===== src/sv/clt_pkg.sv =====
// Package: widths, command and status codes, controller types for the cursor line table.
`default_nettype none
package clt_pkg;

  localparam int LINE_W            = 11;
  localparam int DATA_W            = 64;
  localparam int CMD_W             = 3;
  localparam int STAT_W            = 2;
  localparam int DEPTH_DEF         = 1024;
  localparam int ENTRY_WIDTH_DEF   = 64;

  localparam logic [CMD_W-1:0] CMD_BACK   = 3'd0;
  localparam logic [CMD_W-1:0] CMD_MOVE   = 3'd1;
  localparam logic [CMD_W-1:0] CMD_DELETE = 3'd2;
  localparam logic [CMD_W-1:0] CMD_INSERT = 3'd3;
  localparam logic [CMD_W-1:0] CMD_APPEND = 3'd4;

  localparam logic [STAT_W-1:0] ST_OK     = 2'd0;
  localparam logic [STAT_W-1:0] ST_RANGE  = 2'd1;
  localparam logic [STAT_W-1:0] ST_DELETE = 2'd2;
  localparam logic [STAT_W-1:0] ST_FULL   = 2'd3;

  typedef enum logic [2:0] {
    S_IDLE,
    S_DECODE,
    S_SHIFT,
    S_DRAIN,
    S_PLACE,
    S_RESP
  } state_t;

  typedef struct packed {
    logic capture;
    logic decode;
    logic shift;
    logic drain;
    logic place;
    logic respond;
  } ctrl_cmd_t;

  typedef struct packed {
    logic             ok;
    logic [CMD_W-1:0] op;
    logic             more;
    logic             out_free;
  } dp_stat_t;

endpackage
`default_nettype wire


===== src/sv/clt_ctrl.sv =====
// Controller state machine sequencing decode, entry shifting, placement and result beat.
`default_nettype none
module clt_ctrl (
  input  wire logic               clk,
  input  wire logic               rst_n,
  input  wire logic               in_valid,
  output logic                    in_stall,
  input  wire clt_pkg::dp_stat_t  stat,
  output clt_pkg::ctrl_cmd_t      cmd
);

  clt_pkg::state_t state_r, state_nxt;

  always_ff @(posedge clk) begin
    if (!rst_n) begin
      state_r <= clt_pkg::S_IDLE;
    end else begin
      state_r <= state_nxt;
    end
  end

  always_comb begin
    state_nxt = state_r;
    case (state_r)
      clt_pkg::S_IDLE: begin
        if (in_valid) state_nxt = clt_pkg::S_DECODE;
      end
      clt_pkg::S_DECODE: begin
        if (stat.ok && (stat.op == clt_pkg::CMD_DELETE || stat.op == clt_pkg::CMD_INSERT ||
                        stat.op == clt_pkg::CMD_APPEND)) begin
          state_nxt = clt_pkg::S_SHIFT;
        end else begin
          state_nxt = clt_pkg::S_RESP;
        end
      end
      clt_pkg::S_SHIFT: begin
        if (!stat.more) state_nxt = clt_pkg::S_DRAIN;
      end
      clt_pkg::S_DRAIN: begin
        if (stat.op == clt_pkg::CMD_DELETE) begin
          state_nxt = clt_pkg::S_RESP;
        end else begin
          state_nxt = clt_pkg::S_PLACE;
        end
      end
      clt_pkg::S_PLACE: begin
        state_nxt = clt_pkg::S_RESP;
      end
      clt_pkg::S_RESP: begin
        if (stat.out_free) state_nxt = clt_pkg::S_IDLE;
      end
      default: begin
        state_nxt = clt_pkg::S_IDLE;
      end
    endcase
  end

  always_comb begin
    cmd         = '0;
    in_stall    = 1'b1;
    case (state_r)
      clt_pkg::S_IDLE: begin
        in_stall    = 1'b0;
        cmd.capture = in_valid;
      end
      clt_pkg::S_DECODE: cmd.decode = 1'b1;
      clt_pkg::S_SHIFT:  cmd.shift  = 1'b1;
      clt_pkg::S_DRAIN:  cmd.drain  = 1'b1;
      clt_pkg::S_PLACE:  cmd.place  = 1'b1;
      clt_pkg::S_RESP:   cmd.respond = stat.out_free;
      default: begin
        cmd = '0;
      end
    endcase
  end

endmodule
`default_nettype wire


===== config.mk =====
export PLATFORM = sky130hd
export DESIGN_NAME = clt_ctrl
export DESIGN_NICKNAME = d
export VERILOG_FILES = /design/src/sv/clt_pkg.sv /design/src/sv/clt_ctrl.sv
export SDC_FILE = /design/constraint.sdc
export NUM_CORES = 1
export LEC_CHECK = 0
export BUFFER_PORTS_ARGS = -buffer_cell sky130_fd_sc_hd__buf_4
export CAP_MARGIN = 10
export CELL_PAD_IN_SITES_DETAIL_PLACEMENT = 0
export CELL_PAD_IN_SITES_GLOBAL_PLACEMENT = 1
export CORE_AREA = 2 2 39 41
export CTS_CLUSTER_SIZE = 16
export DETAILED_ROUTE_END_ITERATION = 8
export DIE_AREA = 0 0 41 43
export PLACE_DENSITY = 0.73
export SYNTH_ARGS = -nofsm -noshare
export SYNTH_HDL_FRONTEND = slang
export SYNTH_SLANG_ARGS = --single-unit

===== constraint.sdc =====
create_clock -name clk -period 1 [get_ports clk]
set_clock_uncertainty 0.05 [all_clocks]
set_input_delay 0.1 -clock clk [delete_from_list [all_inputs] [get_ports clk]]
set_output_delay 0.1 -clock clk [all_outputs]
set_load 0.02 [all_outputs]

==> metrics.md <==
| Metric | Value |
|---|---|
| Status | complete, but fails checks |
| Failing checks | setup timing |
| Synth top area share | 0.190 |
| Max FFs per register | 3 |
| R2R depth | 6 |
| Met2 Resource Use GR | 0.175 |
| M1 GR Usage | 0.112 |
| Layout cells sized above 1 | 0.761 |
| Pleak | 0.293 nW |
| DP HPWL | 593 um |
| Via density | 4.46 |
| Area of the mapped netlist | about 320 sq um |
| Place WS | -0.116 ns |
| Crit path launch type | flip-flop |
| Worst path cell trace | or3_4, nor2_4, buf_6 |
| Pwr Density | 1510 mW/mm^2 |
| Worst EP arrival | 1.17 ns |
| NetSw | ~0.37 mW |
| Path type of the worst setup path | flip-flop to output pin |
| # H-tree levels | 1 |
| Synthesized instance count | 35 |
| Part of the power in registers | 0.181 |
| IO Port Bufs | 15 |
| Width of the die | 41 um |
| Skew-Pair Late Insertion Delay | 0.23 ns |
| Slowest CP cell | or3_4 |
| Delay of the slowest critical-path stage | ~0.4 ns |
| Switch share | 0.362 |
| Max_slew headroom | 0.817 |
| Min Hold Slack | approximately 0.06 ns |
| Layout Nets | 77 |
| Synthesized flop and latch total | 3 |
| Setup violators final | 9 |
| I/O pins | 16 |
| Fin. Hold Viols | 0 |
| Clock share of power | 0.209 |
| Root Buffer | clkbuf_4 |
| GRT Max-Usage Layer | met2 |
| Part of the cycle the worst path needs | 1.32 |
| Hold Crit Start | rst_n |
| Max frequency | ~0.76 GHz |
| Placement row count | 14 |
| Clock slew seen by the registers of the worst setup and hold paths | ~0.040 ns |
| Slew @ Worst Pin | roughly 0.27 ns |
| Unrepaired setup endpoints after global routing | true |
| Antenna Violating Nets Remaining | 0 |
| CP Max Fanout | 4 |
| Remaining DRCs | 0 |
| P&R area growth vs syn | 112% |
| Logic pwr share | 0.609 |
| Synth area leader | dfxtp_1 |
| Starting density of the core | 0.229 |
| Global Route Usage Sum | 0.112 |
| Via count | 370 |
| WL/cell | 10.6 um |
| Worst reg2reg path startpoint | state_r[1] |
| Most flop-heavy register | state_r |
| Ant diodes | 0 |
| Max Slew Vio Count | 0 |
| Largest net degree at the start of global routing | 7 |
| Post-Place Cells | 71 |
| Hold Path End | state_r[1] |
| GRT met3 Usage | 0.0314 |
| Final Non-Filler Cells | 83 |
| Max_cap viols | 0 |
| Critical path required time | ~0.85 ns |
| Sequential share of the synthesized area | 0.190 |
| Number of global-route vias before repair | 347 |
| Ys Warns | 0 |
| Min cycle time layout | 1.32 ns |
| Syn nets | between 40 and 50 |
| Fin util | 0.485 |
| Clk buf depth | 2 |
| Total die area | 0.00176 sq mm |
| Hold WC Path Type | primary input to flip-flop |
| Core Footprint | approximately 0.0014 sq mm |
| Most area-consuming cells after synthesis | dfxtp_1, buf_6, nor3_4 |
| Largest regs | state_r: 3 flops |
| R2r setup slk | -0.24 ns |
| Die Ht | roughly 43 um |
| Initial antenna violation count | 0 |
| VDD IR max | about 0.00065 V |
| Routed WL | about 880 um |
| CTS Buf Count | 3 |
| GPL Wtd Cong | 0.730 |
| Worst R2R End | state_r[0] |
| First-pass GRT wire length | between 1000 and 1500 um |
| Mean Syn Cell Area | 9.04 sq um |
| Internal power | between 0.6 and 0.7 mW |
| Synth cell types | 26 |
| CTS Sinks | 3 |
| Worst setup EP type | output pin |
| Worst setup margin | -0.319 ns |
| Worst path bufs/invs | 1 |
| WHS Path Cells | 2 |
| DRT iter0 DRCs | 3 |
| Top Family by Delay on Critical Path | simple AND/OR/NAND/NOR gates |
| Drt pass-1 iters | 2 |
| Grt total ovfl | 0 |
| CTS tree | built |
[worst max-delay path by stage]
| stage | cells past startpoint | end | startpoint |
|---|---|---|---|
| after floorplan | 5 | state_r[0] | state_r[0] |
| after global placement | 3 | cmd[0] | state_r[2] |
| after detailed placement | 4 | state_r[0] | state_r[0] |
| after CTS | 3 | cmd[5] | state_r[0] |
| after global routing | 3 | cmd[5] | state_r[0] |
| final | 3 | cmd[5] | state_r[0] |
[power groups by stage]
stage                     logic [mW]  clock network (mW)  registers [mW]
after floorplan                0.336                   0           0.155
after detailed placement       0.469                   0           0.178
after global placement         0.467                   0           0.177
final                          0.618               0.212           0.184
after global routing           0.662               0.229           0.187
after CTS                      0.530               0.220           0.182
[logic make-up after synthesis]
logic type / after synthesis / share of synthesized area
AOI/OAI and AO/OA: 10 / 0.229
buffers and inverters: 7 / 0.158
DFF: 3 / 0.190
muxes: 1 / 0.0316
and+or+nand+nor: 14 / 0.391
[Yosys cell counts]
| cell type | n |
|---|---|
| a21oi_1 | 3 |
| dfxtp_1 | 3 |
| inv_1 | 3 |
| buf_6 | 2 |
| nor2b_1 | 2 |
| nor3b_1 | 2 |
| a22oi_1 | 1 |
| and2_1 | 1 |
| and3_1 | 1 |
| buf_4 | 1 |
| clkinv_4 | 1 |
| mux2i_1 | 1 |
| nand3_1 | 1 |
| nand4b_1 | 1 |
| nand4bb_1 | 1 |
| nor2_2 | 1 |
| nor3_4 | 1 |
| nor3b_2 | 1 |
| nor4_2 | 1 |
| o21a_1 | 1 |
| o21ai_1 | 1 |
| o21ai_2 | 1 |
| o22a_1 | 1 |
| o31ai_1 | 1 |
| o31ai_2 | 1 |
| or3_4 | 1 |
[stage by stage]
stage          power [mW]  setup TNS (ns)  area (sq um)
2_1_floorplan       0.492          -0.523           338
3_3_place_gp        0.644          -0.564           497
6_report             1.01           -2.16           671
3_5_place_dp        0.647          -0.601           497
4_1_cts             0.933           -2.11           589
5_1_grt              1.08           -2.52           671
[cell type report]
| class | instances | area (sq um) |
|---|---|---|
| fill | 132 | 713 |
| timing repair buffer | 31 | 282 |
| multi-input combinational | 25 | 254 |
| sequential | 3 | 68.8 |
| clock buffer | 4 | 26.3 |
| inverter | 4 | 20.0 |
| tap | 16 | 20.0 |
[layout by cell type, fill, tap and decap left out, types with 2 or more instances in the layout]
| cell type | count |
|---|---|
| inv_1 | 3 |
| clkbuf_4 | 3 |
| dfxtp_4 | 2 |
| buf_4 | 18 |
| a21oi_2 | 2 |
| buf_6 | 13 |
[metal layers]
metal	wire length [um]	vias to the layer above
li1	-	192
met1	339	169
met2	486	9
met3	50	0
met4	0	0
met5	0	-
[timing repair]
action	in CTS	in global routing
setup buffers	4	4
setup endpoints to repair	9	10
gates resized for setup	12	12
pin swaps	4	6
hold buffers	0	0
No activity file was read; power rests on OpenSTA's default activity.
